<file path="src/rtl/hsvb_pkg.sv">
`default_nettype none

package hsvb_pkg;

    // one 8-bit colour channel or HSV component
    typedef logic [7:0] chan_t;

    // hue sector codes, six sectors; the first five hold 43 hue steps each and the last holds 41
    typedef enum logic [2:0] {
        REGION_0 = 3'd0,
        REGION_1 = 3'd1,
        REGION_2 = 3'd2,
        REGION_3 = 3'd3,
        REGION_4 = 3'd4,
        REGION_5 = 3'd5
    } region_t;

    localparam int unsigned HUE_REGION_SIZE = 43;
    localparam int unsigned FULL_SCALE      = 255;
    localparam int unsigned PERCENT_FULL    = 100;
    localparam int unsigned PCT_W           = 7;

    // reciprocal of 100 in 19 fractional bits; exact for products up to 25500
    localparam int unsigned RECIP_100       = 5243;
    localparam int unsigned RECIP_100_SHIFT = 19;

    // brightness floor from a percent register value, clamped to full scale
    function automatic chan_t floor_of_percent(input logic [PCT_W-1:0] pct);
        logic [PCT_W-1:0] pct_sat;
        logic [14:0]      scaled;
        logic [27:0]      prod;
        pct_sat = (pct > PCT_W'(PERCENT_FULL)) ? PCT_W'(PERCENT_FULL) : pct;
        scaled  = (15'(pct_sat) << 8) - 15'(pct_sat);
        prod    = 28'(scaled) * 28'(RECIP_100);
        return chan_t'(prod >> RECIP_100_SHIFT);
    endfunction

    // truncating divide by 255, exact for inputs up to 255*255
    function automatic chan_t div_255(input logic [15:0] y);
        logic [16:0] s;
        s = 17'(y) + 17'(y[15:8]) + 17'd1;
        return chan_t'(s >> 8);
    endfunction

    // hue sector by comparison against the sector boundaries
    function automatic region_t hue_region(input chan_t hue);
        region_t r;
        if (hue < 8'(HUE_REGION_SIZE))          r = REGION_0;
        else if (hue < 8'(2*HUE_REGION_SIZE))   r = REGION_1;
        else if (hue < 8'(3*HUE_REGION_SIZE))   r = REGION_2;
        else if (hue < 8'(4*HUE_REGION_SIZE))   r = REGION_3;
        else if (hue < 8'(5*HUE_REGION_SIZE))   r = REGION_4;
        else                                    r = REGION_5;
        return r;
    endfunction

    // first hue step of a sector
    function automatic chan_t region_base(input region_t r);
        chan_t b;
        case (r)
            REGION_0: b = 8'd0;
            REGION_1: b = 8'(HUE_REGION_SIZE);
            REGION_2: b = 8'(2*HUE_REGION_SIZE);
            REGION_3: b = 8'(3*HUE_REGION_SIZE);
            REGION_4: b = 8'(4*HUE_REGION_SIZE);
            default:  b = 8'(5*HUE_REGION_SIZE);
        endcase
        return b;
    endfunction

endpackage

`default_nettype wire

</file>
<file path="src/rtl/hsvb_hsv_if.sv">
`default_nettype none

// HSV request channel
interface hsvb_hsv_if import hsvb_pkg::*; ();
    logic  valid;
    logic  ready;
    chan_t hue;
    chan_t saturation;
    chan_t brightness;

    modport source (output valid, output hue, output saturation, output brightness,
                    input ready);
    modport sink   (input valid, input hue, input saturation, input brightness,
                    output ready);
endinterface

`default_nettype wire

</file>
<file path="src/rtl/hsvb_rgb_if.sv">
`default_nettype none

// RGB result channel
interface hsvb_rgb_if import hsvb_pkg::*; ();
    logic  valid;
    logic  ready;
    chan_t red;
    chan_t green;
    chan_t blue;

    modport source (output valid, output red, output green, output blue, input ready);
    modport sink   (input valid, input red, input green, input blue, output ready);
endinterface

`default_nettype wire

</file>
<file path="src/rtl/hsv_to_rgb_min_brightness.sv">
`default_nettype none

// HSV to RGB converter with a brightness floor, 8 bits per channel. One request
// is taken every clock cycle while the output is not stalled; its RGB result is
// held in an output register. There are four register stages: sector split and
// floor product, value and hue-fraction products, the three p/q/t products, and
// channel select. Each of the first three holds one multiplier level. Each stage
// moves on whenever the stage after it is empty or moving, so a stall at the
// output fills bubbles and loses nothing. The floor is worked out from cfg_wr_data
// when the register is written (values above 100 act as 100); write it only while
// no request is in flight.
module hsv_to_rgb_min_brightness import hsvb_pkg::*; (
    input  wire logic             clk,
    input  wire logic             rst_n,
    input  wire logic             cfg_wr_en,
    input  wire logic [PCT_W-1:0] cfg_wr_data,
    hsvb_hsv_if.sink              hsv,
    hsvb_rgb_if.source            rgb
);

    // brightness floor, held in its final form
    chan_t floor_reg;

    always_ff @(posedge clk or negedge rst_n)
    begin
        if (!rst_n)
        begin
            floor_reg <= '0;
        end
        else if (cfg_wr_en)
        begin
            floor_reg <= floor_of_percent(cfg_wr_data);
        end
    end

    // stage valids and advance terms
    logic s1_valid_reg, s2_valid_reg, s3_valid_reg, s4_valid_reg;
    logic adv1, adv2, adv3, adv4;

    assign adv4      = !s4_valid_reg || rgb.ready;
    assign adv3      = !s3_valid_reg || adv4;
    assign adv2      = !s2_valid_reg || adv3;
    assign adv1      = !s1_valid_reg || adv2;
    assign hsv.ready = adv1;

    always_ff @(posedge clk or negedge rst_n)
    begin
        if (!rst_n)
        begin
            s1_valid_reg <= 1'b0;
            s2_valid_reg <= 1'b0;
            s3_valid_reg <= 1'b0;
            s4_valid_reg <= 1'b0;
        end
        else
        begin
            if (adv1) s1_valid_reg <= hsv.valid;
            if (adv2) s2_valid_reg <= s1_valid_reg;
            if (adv3) s3_valid_reg <= s2_valid_reg;
            if (adv4) s4_valid_reg <= s3_valid_reg;
        end
    end

    // stage 1: hue sector and remainder, brightness times headroom
    region_t     s1_region_next, s1_region_reg;
    chan_t       s1_rem6_next, s1_rem6_reg;
    chan_t       s1_sat_reg;
    logic        s1_black_reg;
    logic [15:0] s1_prod_next, s1_prod_reg;
    logic [5:0]  s1_rem;

    always_comb
    begin
        s1_region_next = hue_region(hsv.hue);
        s1_rem         = 6'(hsv.hue - region_base(s1_region_next));
        s1_rem6_next   = (8'(s1_rem) << 2) + (8'(s1_rem) << 1);
        s1_prod_next   = 16'(hsv.brightness) * 16'(8'(FULL_SCALE) - floor_reg);
    end

    always_ff @(posedge clk)
    begin
        if (adv1 && hsv.valid)
        begin
            s1_region_reg <= s1_region_next;
            s1_rem6_reg   <= s1_rem6_next;
            s1_sat_reg    <= hsv.saturation;
            s1_black_reg  <= (hsv.brightness == 8'd0);
            s1_prod_reg   <= s1_prod_next;
        end
    end

    // stage 2: lifted value, saturation times hue fraction and its complement
    chan_t       s2_v_next, s2_v_reg;
    logic [15:0] s2_ps_next, s2_ps_reg;
    logic [15:0] s2_pt_next, s2_pt_reg;
    region_t     s2_region_reg;
    chan_t       s2_sat_reg;
    logic        s2_black_reg;

    always_comb
    begin
        s2_v_next  = floor_reg + div_255(s1_prod_reg);
        s2_ps_next = 16'(s1_sat_reg) * 16'(s1_rem6_reg);
        s2_pt_next = 16'(s1_sat_reg) * 16'(8'(FULL_SCALE) - s1_rem6_reg);
    end

    always_ff @(posedge clk)
    begin
        if (adv2 && s1_valid_reg)
        begin
            s2_v_reg      <= s2_v_next;
            s2_ps_reg     <= s2_ps_next;
            s2_pt_reg     <= s2_pt_next;
            s2_region_reg <= s1_region_reg;
            s2_sat_reg    <= s1_sat_reg;
            s2_black_reg  <= s1_black_reg;
        end
    end

    // stage 3: p, q and t products
    logic [15:0] s3_pp_next, s3_pp_reg;
    logic [15:0] s3_pq_next, s3_pq_reg;
    logic [15:0] s3_ptt_next, s3_ptt_reg;
    chan_t       s3_v_reg;
    region_t     s3_region_reg;
    logic        s3_black_reg;
    logic        s3_grey_reg;
    chan_t       s2_kq, s2_kt;

    always_comb
    begin
        s2_kq       = chan_t'(s2_ps_reg >> 8);
        s2_kt       = chan_t'(s2_pt_reg >> 8);
        s3_pp_next  = 16'(s2_v_reg) * 16'(8'(FULL_SCALE) - s2_sat_reg);
        s3_pq_next  = 16'(s2_v_reg) * 16'(8'(FULL_SCALE) - s2_kq);
        s3_ptt_next = 16'(s2_v_reg) * 16'(8'(FULL_SCALE) - s2_kt);
    end

    always_ff @(posedge clk)
    begin
        if (adv3 && s2_valid_reg)
        begin
            s3_pp_reg     <= s3_pp_next;
            s3_pq_reg     <= s3_pq_next;
            s3_ptt_reg    <= s3_ptt_next;
            s3_v_reg      <= s2_v_reg;
            s3_region_reg <= s2_region_reg;
            s3_black_reg  <= s2_black_reg;
            s3_grey_reg   <= (s2_sat_reg == 8'd0);
        end
    end

    // stage 4: channel select into the output register
    chan_t p, q, t, v;
    chan_t r_next, g_next, b_next;
    chan_t red_reg, green_reg, blue_reg;

    always_comb
    begin
        p = chan_t'(s3_pp_reg >> 8);
        q = chan_t'(s3_pq_reg >> 8);
        t = chan_t'(s3_ptt_reg >> 8);
        v = s3_v_reg;
        if (s3_black_reg)
        begin
            r_next = '0;
            g_next = '0;
            b_next = '0;
        end
        else if (s3_grey_reg)
        begin
            r_next = v;
            g_next = v;
            b_next = v;
        end
        else
        begin
            case (s3_region_reg)
                REGION_0: begin r_next = v; g_next = t; b_next = p; end
                REGION_1: begin r_next = q; g_next = v; b_next = p; end
                REGION_2: begin r_next = p; g_next = v; b_next = t; end
                REGION_3: begin r_next = p; g_next = q; b_next = v; end
                REGION_4: begin r_next = t; g_next = p; b_next = v; end
                default:  begin r_next = v; g_next = p; b_next = q; end
            endcase
        end
    end

    always_ff @(posedge clk)
    begin
        if (adv4 && s3_valid_reg)
        begin
            red_reg   <= r_next;
            green_reg <= g_next;
            blue_reg  <= b_next;
        end
    end

    assign rgb.valid = s4_valid_reg;
    assign rgb.red   = red_reg;
    assign rgb.green = green_reg;
    assign rgb.blue  = blue_reg;

endmodule

`default_nettype wire

</file>
<file path="src/flat_wrapper.sv">
// flat-port wrapper written by rule: the top's interface ports become plain ports
module hsv_to_rgb_min_brightness_flat import hsvb_pkg::*;
  (clk, rst_n, cfg_wr_en, cfg_wr_data, hsv_valid, hsv_hue, hsv_saturation, hsv_brightness, hsv_ready, rgb_valid, rgb_red, rgb_green, rgb_blue, rgb_ready);
  hsvb_hsv_if hsv_i ();
  hsvb_rgb_if rgb_i ();
  input  wire logic clk;
  input  wire logic rst_n;
  input  wire logic cfg_wr_en;
  input  wire logic [PCT_W-1:0] cfg_wr_data;
  input wire logic [$bits(hsv_i.valid)-1:0] hsv_valid;
  input wire logic [$bits(hsv_i.hue)-1:0] hsv_hue;
  input wire logic [$bits(hsv_i.saturation)-1:0] hsv_saturation;
  input wire logic [$bits(hsv_i.brightness)-1:0] hsv_brightness;
  output wire logic [$bits(hsv_i.ready)-1:0] hsv_ready;
  output wire logic [$bits(rgb_i.valid)-1:0] rgb_valid;
  output wire logic [$bits(rgb_i.red)-1:0] rgb_red;
  output wire logic [$bits(rgb_i.green)-1:0] rgb_green;
  output wire logic [$bits(rgb_i.blue)-1:0] rgb_blue;
  input wire logic [$bits(rgb_i.ready)-1:0] rgb_ready;
  assign hsv_i.valid = hsv_valid;
  assign hsv_i.hue = hsv_hue;
  assign hsv_i.saturation = hsv_saturation;
  assign hsv_i.brightness = hsv_brightness;
  assign hsv_ready = hsv_i.ready;
  assign rgb_valid = rgb_i.valid;
  assign rgb_red = rgb_i.red;
  assign rgb_green = rgb_i.green;
  assign rgb_blue = rgb_i.blue;
  assign rgb_i.ready = rgb_ready;
  hsv_to_rgb_min_brightness u_core (.clk(clk), .rst_n(rst_n), .cfg_wr_en(cfg_wr_en), .cfg_wr_data(cfg_wr_data), .hsv(hsv_i), .rgb(rgb_i));
endmodule
</file>
<file path="config.mk">
export PLATFORM = sky130hd
export DESIGN_NAME = hsv_to_rgb_min_brightness_flat
export DESIGN_NICKNAME = d
export VERILOG_FILES = /design/src/rtl/hsvb_pkg.sv /design/src/rtl/hsvb_hsv_if.sv /design/src/rtl/hsvb_rgb_if.sv /design/src/rtl/hsv_to_rgb_min_brightness.sv /design/src/flat_wrapper.sv
export SDC_FILE = /design/constraint.sdc
export NUM_CORES = 1
export LEC_CHECK = 0
export BUFFER_PORTS_ARGS = -buffer_cell sky130_fd_sc_hd__buf_2
export CAP_MARGIN = 30
export CORE_AREA = 2 2 198 200
export DETAILED_ROUTE_END_ITERATION = 10
export DIE_AREA = 0 0 200 202
export MAX_ROUTING_LAYER = met4
export PLACE_DENSITY = 0.84
export SLEW_MARGIN = 20
export SYNTH_ARGS = -nofsm -noshare
export SYNTH_HDL_FRONTEND = slang
export SYNTH_SLANG_ARGS = --single-unit
export TNS_END_PERCENT = 50
</file>
<file path="constraint.sdc">
create_clock -name clk -period 5.8 [get_ports clk]
set_input_delay 1.16 -clock clk [delete_from_list [all_inputs] [get_ports clk]]
set_output_delay 1.16 -clock clk [all_outputs]
set_load 0.01 [all_outputs]
</file>
==> results of run 1 <==
-- through the flow --
stage | worst slack [ns] | hold slack, ns
floorplan | -0.6852 | 0.4003
global placement | -0.9283 | 0.4046
detailed placement | -1.018 | 0.4144
CTS | -0.4370 | 0.4287
global route | -0.6816 | 0.4444
finish | -0.4862 | 0.4291
-- cell type report --
type / count / area, um^2
Fill cell: 2859 / 13780
Clock inverter: 15 / 191.4
Timing Repair Buffer: 180 / 1227
Multi-Input combinational cell: 1559 / 16020
Clock buffer: 17 / 425.4
Tap cell: 518 / 648.1
Antenna cell: 7 / 17.52
Sequential cell: 144 / 4264
Inverter: 457 / 1715
-- worst max-delay path by stage --
| stage | slack (ns) | startpoint | cells past startpoint | end |
|---|---|---|---|---|
| 2_1_floorplan | -0.69 | cfg_wr_data[2] | 24 | u_core.floor_reg[7] |
| 3_3_place_gp | -0.93 | cfg_wr_data[2] | 24 | u_core.floor_reg[7] |
| 3_5_place_dp | -1.02 | cfg_wr_data[2] | 24 | u_core.floor_reg[7] |
| 4_1_cts | -0.44 | cfg_wr_data[3] | 25 | u_core.floor_reg[7] |
| 5_1_grt | -0.68 | cfg_wr_data[2] | 26 | u_core.floor_reg[4] |
| 6_report | -0.49 | cfg_wr_data[3] | 27 | u_core.floor_reg[4] |
-- cells in the final DEF (no fill, tap or decap), drive strengths merged, types with 43 or more instances in the layout --
cell type | Yosys | routed
inv | 457 | 465
ha | 325 | 325
fa | 274 | 274
buf | 9 | 180
nor2b | 179 | 179
nand2b | 148 | 148
edfxtp | 132 | 132
nor2 | 73 | 73
a21oi | 71 | 71
nand2 | 65 | 65
xnor2 | 59 | 59
o21ai | 43 | 43
-- cell families after synthesis --
| group | count (synthesis) | synth area share |
|---|---|---|
| AOI/OAI and AO/OA | 248 | 0.07516 |
| xor gates and xnor gates | 86 | 0.03449 |
| adders and majority gates | 599 | 0.4373 |
| buffers and inverters | 508 | 0.08793 |
| DFF | 144 | 0.1952 |
| muxes | 37 | 0.01724 |
| and+or+nand+nor | 589 | 0.1527 |
-- what timing repair did --
item	4_1_cts	5_1_grt
resized for setup	31	13
pin swaps	17	13
endpoints found under the setup margin	8	8
setup buffers	5	6
-- worst max-delay path, delay by kind of cell --
kind                       cells  cell delay (ns)
and+or+nand+nor                5             0.86
adders and majority gates      7             2.66
buffers and inverters          7             0.49
AOI/OAI and AO/OA              8             1.45
-- layer usage --
metal | wire length [um] | GRT usage | vias up
li1 | - | - | 7430
met1 | 19470 | 0.2987 | 7900
met2 | 25540 | 0.4529 | 399
met3 | 1844 | 0.03404 | 125
met4 | 1676 | 0.1132 | 0
met5 | 0 | - | -
==> results.json, run 1 <==
{
  "status": "complete, but fails checks",
  "violations": "negative setup slack",
  "coreArea_um2": 38290,
  "drive_gt1_frac": 0.1223,
  "die-width_um": 200,
  "antenna_found_initial": 5,
  "min_from": "u_core.s1_region_reg[0]",
  "path_max_fanout": 6,
  "syn_to_final_growth_pct": 12.19,
  "cts_buffer_depth": 2,
  "cts_tree": "built",
  "dp_cells": 2847,
  "dieArea_um2": 40400,
  "final_max_slew_viol_count": 0,
  "std_cell_rows": 72,
  "synth_top_area_frac": 0.2511,
  "syn_area_per_cell_um2": 9.879,
  "cap_violations": 0,
  "ys_seq_area_frac": 0.1952,
  "yosys_warnings": 0,
  "synth.distinct_cells": 67,
  "ff2ff_path_depth": 17,
  "cts_hold_buf": 0,
  "min_path_cells": 0,
  "syn-cell-area_um2": 21840,
  "clk_pin_slew_ns": 0.07,
  "dpl_cell_area_um2": 23620,
  "die_height_um": 202,
  "ios": 62,
  "grt_max_degree": 38,
  "grt-ovfl-total": 0,
  "stdcell_count": 2897,
  "htreeDepth": 4,
  "slowest_stage": "fa_1",
  "path_class": "in -> reg",
  "cts_buffers": 17,
  "fin_crit_ns": 6.286,
  "routedWlPerCell_um": 16.75,
  "synth_most_common_cell": "inv_1",
  "cpMostUsedCell": "fa_1",
  "hpwl_mm": 38.96,
  "min_path_type": "reg -> reg",
  "cpPeakStageDelay_ns": 0.52,
  "synth_edf_count": 132,
  "io_buffers": 61,
  "fmax_mhz": 159.1,
  "synth_area_leader_cell": "fa_1",
  "cp_data_arrival_time_ns": 6.61,
  "layout_setup_ws_ns": -0.4862,
  "timing.rr.start": "u_core.s2_v_reg[5]",
  "drt_pass1_iterations": 5,
  "grt_setup_unrepaired": "true",
  "routed_wl_mm": 48.54,
  "grt_pass1_vias": 17347,
  "finalCritPeriodShare": 1.084,
  "slew_headroom": 0.3648,
  "syn_nets": 2846,
  "initial_core_util": 0.5705,
  "routabilityCongestion": 0.9167,
  "ant_nets": 0,
  "drt-initial-drc-count": 800,
  "grtUsageTotal": 0.2599,
  "hold_end": "u_core.s2_region_reg[0]",
  "root_buffer": "clkbuf_16",
  "largest_reg_flops": 16,
  "fin_nets": 2994,
  "ys_async_sr_fraction": 0.08333,
  "timing.final.hold_violations": 0,
  "ys.flop_type": "edfxtp_1",
  "fin_util": 0.6400,
  "via_count": 15854,
  "cts.sinks": 144,
  "rrSetupSlack_ns": 0.53,
  "synth_seq_cells": 144,
  "required_ns": 6.13,
  "r2r_end": "u_core.s3_pp_reg[15]",
  "vias_per_cell": 5.473,
  "stdcell_area_um2": 24500,
  "clock-skew-final_ns": 0.01524,
  "endpoint_kind": "flop",
  "clkLatencyLatePin_ns": 0.45,
  "setup.worst_path.start_class": "input pin",
  "setup_violations": 8,
  "post-route-drc-count": 0,
  "tns_ns": -2.852,
  "synth.area.top_cells": "fa_1 (25%), ha_1 (19%), edfxtp_1 (18%), inv_1 (7.8%), nor2b_1 (5.1%)",
  "grt_pass1_wl_mm": 81.51,
  "synth_cells": 2211,
  "synthTopCellsByCount": "inv_1 (456), ha_1 (325), fa_1 (274), nor2b_1 (179), nand2b_1 (148)",
  "tightestPinTransition_ns": 0.9528
}
Power of run 1 is left out: the tool's default activity adds up to more than one toggle a clock period on the data nets, which glitch-free logic cannot reach.
==> run 2: changes to the inputs <==
--- a/config.mk
+++ b/config.mk
@@ -11,7 +11,7 @@
 export DETAILED_ROUTE_END_ITERATION = 10
 export DIE_AREA = 0 0 200 202
 export MAX_ROUTING_LAYER = met4
-export PLACE_DENSITY = 0.84
+export PLACE_DENSITY = 0.75
 export SLEW_MARGIN = 20
 export SYNTH_ARGS = -nofsm -noshare
 export SYNTH_HDL_FRONTEND = slang
==> run 2 against run 1 <==
Net effect: utilization decreased by 0.20 points; largest cell class unchanged; clock-buffer cell count unchanged; register-to-register slack about the same; cell count decreased by 0.14%; via count decreased by 2.5%; design area decreased by 0.31%; the flow still finishes with violations (negative setup slack).
==> results.json, run 2 (same netlist as run 1, synthesis figures left out) <==
{
  "diodes": 0,
  "post-route-drc-count": 0,
  "dieArea_um2": 40400,
  "die-width_um": 200,
  "coreArea_um2": 38290,
  "path_max_fanout": 5,
  "drive_gt1_frac": 0.1196,
  "tightestPinTransition_ns": 0.8758,
  "grt_max_degree": 38,
  "drt-initial-drc-count": 656,
  "path_class": "in -> reg",
  "fin_crit_ns": 6.323,
  "final_max_slew_viol_count": 0,
  "cts_hold_buf": 0,
  "clk_pin_slew_ns": 0.07,
  "clkLatencyLatePin_ns": 0.44,
  "final_cell_mix": "inv_1 (444), ha_1 (314), fa_1 (274), nor2b_1 (178), nand2b_1 (147)",
  "setup_violations": 8,
  "cpPeakStageDelay_ns": 0.51,
  "met3_usage": 0.02753,
  "use_met1": 0.3206,
  "cts_buffer_depth": 2,
  "top_usage_layer": "met2",
  "rrSetupSlack_ns": 0.52,
  "root_buffer": "clkbuf_16",
  "cap_violations": 0,
  "routabilityCongestion": 0.9210,
  "finalCritPeriodShare": 1.090,
  "gr-usage-met2": 0.4400,
  "via_count": 15457,
  "layout_setup_ws_ns": -0.5233,
  "antenna_found_initial": 0,
  "layout.cells.most_common": "inv_1",
  "endpoint_kind": "flop",
  "routed_wl_mm": 46.68,
  "required_ns": 6.12,
  "grt_pass1_vias": 16589,
  "cp_data_arrival_time_ns": 6.64,
  "cts_buffers": 17,
  "std_cell_rows": 72,
  "routedWlPerCell_um": 16.14,
  "status": "complete, but fails checks",
  "grtUsageTotal": 0.2549,
  "dp_cells": 2850,
  "r2r_end": "u_core.s3_ptt_reg[15]",
  "ios": 62,
  "grt_setup_unrepaired": "true",
  "fmax_mhz": 158.1,
  "timing.rr.start": "u_core.s2_v_reg[6]",
  "cts.sinks": 144,
  "die_height_um": 202,
  "min_path_type": "reg -> reg",
  "grt-ovfl-total": 0,
  "setup.worst_path.start_class": "input pin",
  "slowest_stage": "fa_1",
  "ant_nets": 0,
  "violations": "negative setup slack",
  "endpoint": "u_core.floor_reg[4]",
  "ff2ff_path_depth": 14,
  "syn_to_final_growth_pct": 11.84,
  "timing.final.hold_violations": 0,
  "vias_per_cell": 5.343,
  "cts_tree": "built",
  "io_buffers": 61,
  "slew_headroom": 0.4139,
  "stdcell_count": 2893,
  "largest_reg_flops": 16,
  "drt_pass1_iterations": 5,
  "fin_nets": 2997,
  "grt_pass1_wl_mm": 80.04,
  "cp-startpoint": "cfg_wr_data[4]",
  "clock-skew-final_ns": 0.01450,
  "hpwl_mm": 38.02,
  "initial_core_util": 0.5705,
  "htreeDepth": 4
}
run 2: through the flow:
step,cell area (um^2),TNS [ns],util,setup slack [ns],hold WS (ns)
CTS,24380,-3.154,0.6367,-0.5137,0.4155
global placement,23630,-6.838,0.6173,-0.9070,0.4062
detailed placement,23640,-7.983,0.6175,-1.115,0.4072
finish,24430,-3.517,0.6380,-0.5233,0.4163
global route,24430,-5.481,0.6380,-0.7794,0.4186
floorplan,22070,-4.934,-,-0.6852,0.4003
run 2: cell type report:
type                            instances  area (um^2)
Inverter                              457         1715
Sequential cell                       144         4264
Clock buffer                           17        425.4
Timing Repair Buffer                  183         1279
Clock inverter                         15        140.1
Multi-Input combinational cell       1559        15960
Tap cell                              518        648.1
Fill cell                            3081        13860
run 2: critical path: cells and delay by family:
kind | cells | cell delay (ns)
buffers and inverters | 8 | 0.60
AO/OA/AOI/OAI | 10 | 2.02
AND/OR/NAND/NOR | 3 | 0.20
adder cells (fa/ha/maj) | 7 | 2.65
run 2: metal layers:
layer	part of all wire	up-vias	wire length, um
met5	0	-	0
met4	0.018	0	841
met3	0.032	55	1488
met2	0.51	251	23920
met1	0.44	7728	20430
li1	-	7423	-
run 2: worst min-delay path by stage:
| stage | start | cells past startpoint | to | slack [ns] |
|---|---|---|---|---|
| 6_report | u_core.s2_black_reg | 0 | u_core.s3_black_reg | 0.42 |
| 4_1_cts | u_core.s2_black_reg | 0 | u_core.s3_black_reg | 0.42 |
| 3_3_place_gp | u_core.s1_black_reg | 0 | u_core.s2_black_reg | 0.41 |
| 3_5_place_dp | u_core.s1_black_reg | 0 | u_core.s2_black_reg | 0.41 |
| 5_1_grt | u_core.s2_black_reg | 0 | u_core.s3_black_reg | 0.42 |
| 2_1_floorplan | u_core.s1_black_reg | 0 | u_core.s2_black_reg | 0.40 |
run 2: what timing repair did:
action / CTS / global route
resized for setup: 23 / 3
setup buffers: 8 / 2
endpoints found under the setup margin: 8 / 8
pin swaps: 18 / 8
endpoints found under the hold margin: 0 / 0
Power of run 2 is left out for the same reason.
==> run 3: changes to the inputs <==
--- a/config.mk
+++ b/config.mk
@@ -7,11 +7,11 @@
 export LEC_CHECK = 0
 export BUFFER_PORTS_ARGS = -buffer_cell sky130_fd_sc_hd__buf_2
 export CAP_MARGIN = 30
-export CORE_AREA = 2 2 198 200
+export CORE_AREA = 2 2 213 215
 export DETAILED_ROUTE_END_ITERATION = 10
-export DIE_AREA = 0 0 200 202
+export DIE_AREA = 0 0 215 217
 export MAX_ROUTING_LAYER = met4
-export PLACE_DENSITY = 0.75
+export PLACE_DENSITY = 0.66
 export SLEW_MARGIN = 20
 export SYNTH_ARGS = -nofsm -noshare
 export SYNTH_HDL_FRONTEND = slang
==> run 3 against run 2 <==
Net effect: the run still ends with negative setup slack left; sequential cell count did not move; first-iteration DRC count rose by 20%; register-to-register slack got worse by 0.03 ns; cell count rose by 3.0%; worst hold slack improved by 0.0063 ns; sequential share of layout area fell by 0.19 points; non-clock buffer count rose by 6; wire length rose by 1.7%; die area rose by 15%; clock skew fell by 0.0041 ns; critical endpoint is now u_core.floor_reg[3]; largest cell class unchanged; highest routed layer unchanged.
==> results.json, run 3 (same netlist as run 1, synthesis figures left out) <==
{
  "ant_nets": 0,
  "cts_hold_buf": 0,
  "coreArea_um2": 44700,
  "layout.cells.most_common": "inv_1",
  "endpoint_kind": "flop",
  "die-width_um": 215,
  "required_ns": 6.15,
  "diodes": 0,
  "cpPeakStageDelay_ns": 0.52,
  "vias_per_cell": 5.150,
  "antenna_found_initial": 0,
  "ff2ff_path_depth": 17,
  "cts_buffer_depth": 2,
  "drt-initial-drc-count": 784,
  "cts_buffers": 17,
  "io_buffers": 61,
  "tightestPinTransition_ns": 0.8988,
  "initial_core_util": 0.4887,
  "crit_family": "adder cells",
  "grt_setup_unrepaired": "true",
  "fin_util": 0.5525,
  "largest_reg_flops": 16,
  "final_max_slew_viol_count": 0,
  "min_from": "u_core.s1_region_reg[2]",
  "dieArea_um2": 46660,
  "cts_tree": "built",
  "routedWlPerCell_um": 15.92,
  "timing.final.hold_violations": 0,
  "fin_crit_ns": 6.309,
  "status": "complete, but fails checks",
  "root_buffer": "clkbuf_16",
  "slew_headroom": 0.4008,
  "cp_data_arrival_time_ns": 6.65,
  "drive_gt1_frac": 0.1256,
  "clk_pin_slew_ns": 0.07,
  "timing.rr.start": "u_core.s2_v_reg[4]",
  "drt_pass1_iterations": 5,
  "post-route-drc-count": 0,
  "ios": 62,
  "min_path_cells": 0,
  "clock-skew-final_ns": 0.01036,
  "path_buf_inv": 8,
  "hpwl_mm": 38.57,
  "std_cell_rows": 78,
  "slowest_stage": "fa_1",
  "final_cell_mix": "inv_1 (441), ha_1 (313), fa_1 (274), nor2b_1 (178), nand2b_1 (147)",
  "path_class": "in -> reg",
  "cpMostUsedCell": "fa_1",
  "path_max_fanout": 4,
  "clkLatencyLatePin_ns": 0.46,
  "die_height_um": 217,
  "hold_end": "u_core.s2_region_reg[2]",
  "grt_pass1_vias": 16829,
  "routed_wl_mm": 47.47,
  "via_count": 15353,
  "min_path_type": "reg -> reg",
  "grt-ovfl-total": 0,
  "htreeDepth": 4,
  "grtUsageTotal": 0.2213,
  "routabilityCongestion": 0.9008,
  "fin_nets": 3003,
  "setup_violations": 8,
  "cap_violations": 0,
  "rrSetupSlack_ns": 0.49,
  "layout_setup_ws_ns": -0.5085,
  "grt_max_degree": 38,
  "violations": "negative setup slack",
  "fmax_mhz": 158.5,
  "syn_to_final_growth_pct": 13.07,
  "r2r_end": "u_core.s3_pp_reg[15]",
  "cts.sinks": 144,
  "grt_pass1_wl_mm": 81.48,
  "setup.worst_path.start_class": "input pin",
  "cp-startpoint": "cfg_wr_data[4]",
  "finalCritPeriodShare": 1.088
}
## run 3: changes by cell type in the layout (fill, tap and decap cells not counted), sizes merged
cell	previous run	this run
buf	183	189
bufinv	0	1
clkinv	5	4
## run 3: worst reg2reg max path, delay by kind of cell (launching register included)
family,cells,cell delay (ns)
flops,1,0.76
buf+inv,4,0.47
xor+xnor,1,0.08
fa+ha+maj,5,2.25
simple gates,1,0.10
compound gates,6,1.39
## run 3: what timing repair did
action | 4_1_cts | 5_1_grt
setup buffers | 16 | 3
setup endpoints to repair | 8 | 8
resized for setup | 28 | 16
pin swaps | 27 | 21
## run 3: cell type report
| class | instances | area, um^2 |
|---|---|---|
| well taps | 600 | 750.7 |
| repair buffers | 189 | 1381 |
| multi-input cells | 1559 | 15990 |
| flip-flops and latches | 144 | 4264 |
| clock buffers | 17 | 425.4 |
| fillers | 3926 | 20000 |
| clock inverters | 15 | 165.2 |
| inverters | 457 | 1715 |
## run 3: metrics by stage
stage | worst slack, ns | setup TNS [ns] | hold WS (ns) | cell area [um^2] | instances
floorplan | -0.6852 | -4.934 | 0.4003 | 22070 | 2211
global placement | -0.8998 | -6.697 | 0.4016 | 23760 | 2928
detailed placement | -1.095 | -7.970 | 0.4062 | 23770 | 2929
CTS | -0.5299 | -3.329 | 0.4207 | 24590 | 2977
global route | -0.7163 | -5.040 | 0.4289 | 24700 | 2981
finish | -0.5085 | -3.366 | 0.4226 | 24700 | 2981
## run 3: worst max path at each step
stage                                to  slack [ns]  cells after the start
global placement    u_core.floor_reg[7]       -0.90                     24
detailed placement  u_core.floor_reg[7]       -1.10                     27
finish              u_core.floor_reg[3]       -0.51                     25
global route        u_core.floor_reg[4]       -0.72                     27
floorplan           u_core.floor_reg[7]       -0.69                     24
CTS                 u_core.floor_reg[7]       -0.53                     25
## run 3: routing by layer
layer	global-route usage	vias to the layer above	part of all wire
met5	-	-	0
met4	0.05057	0	0.015
met3	0.02669	49	0.028
met2	0.3933	215	0.51
met1	0.2704	7663	0.44
li1	-	7426	-
Power of run 3 is left out for the same reason.
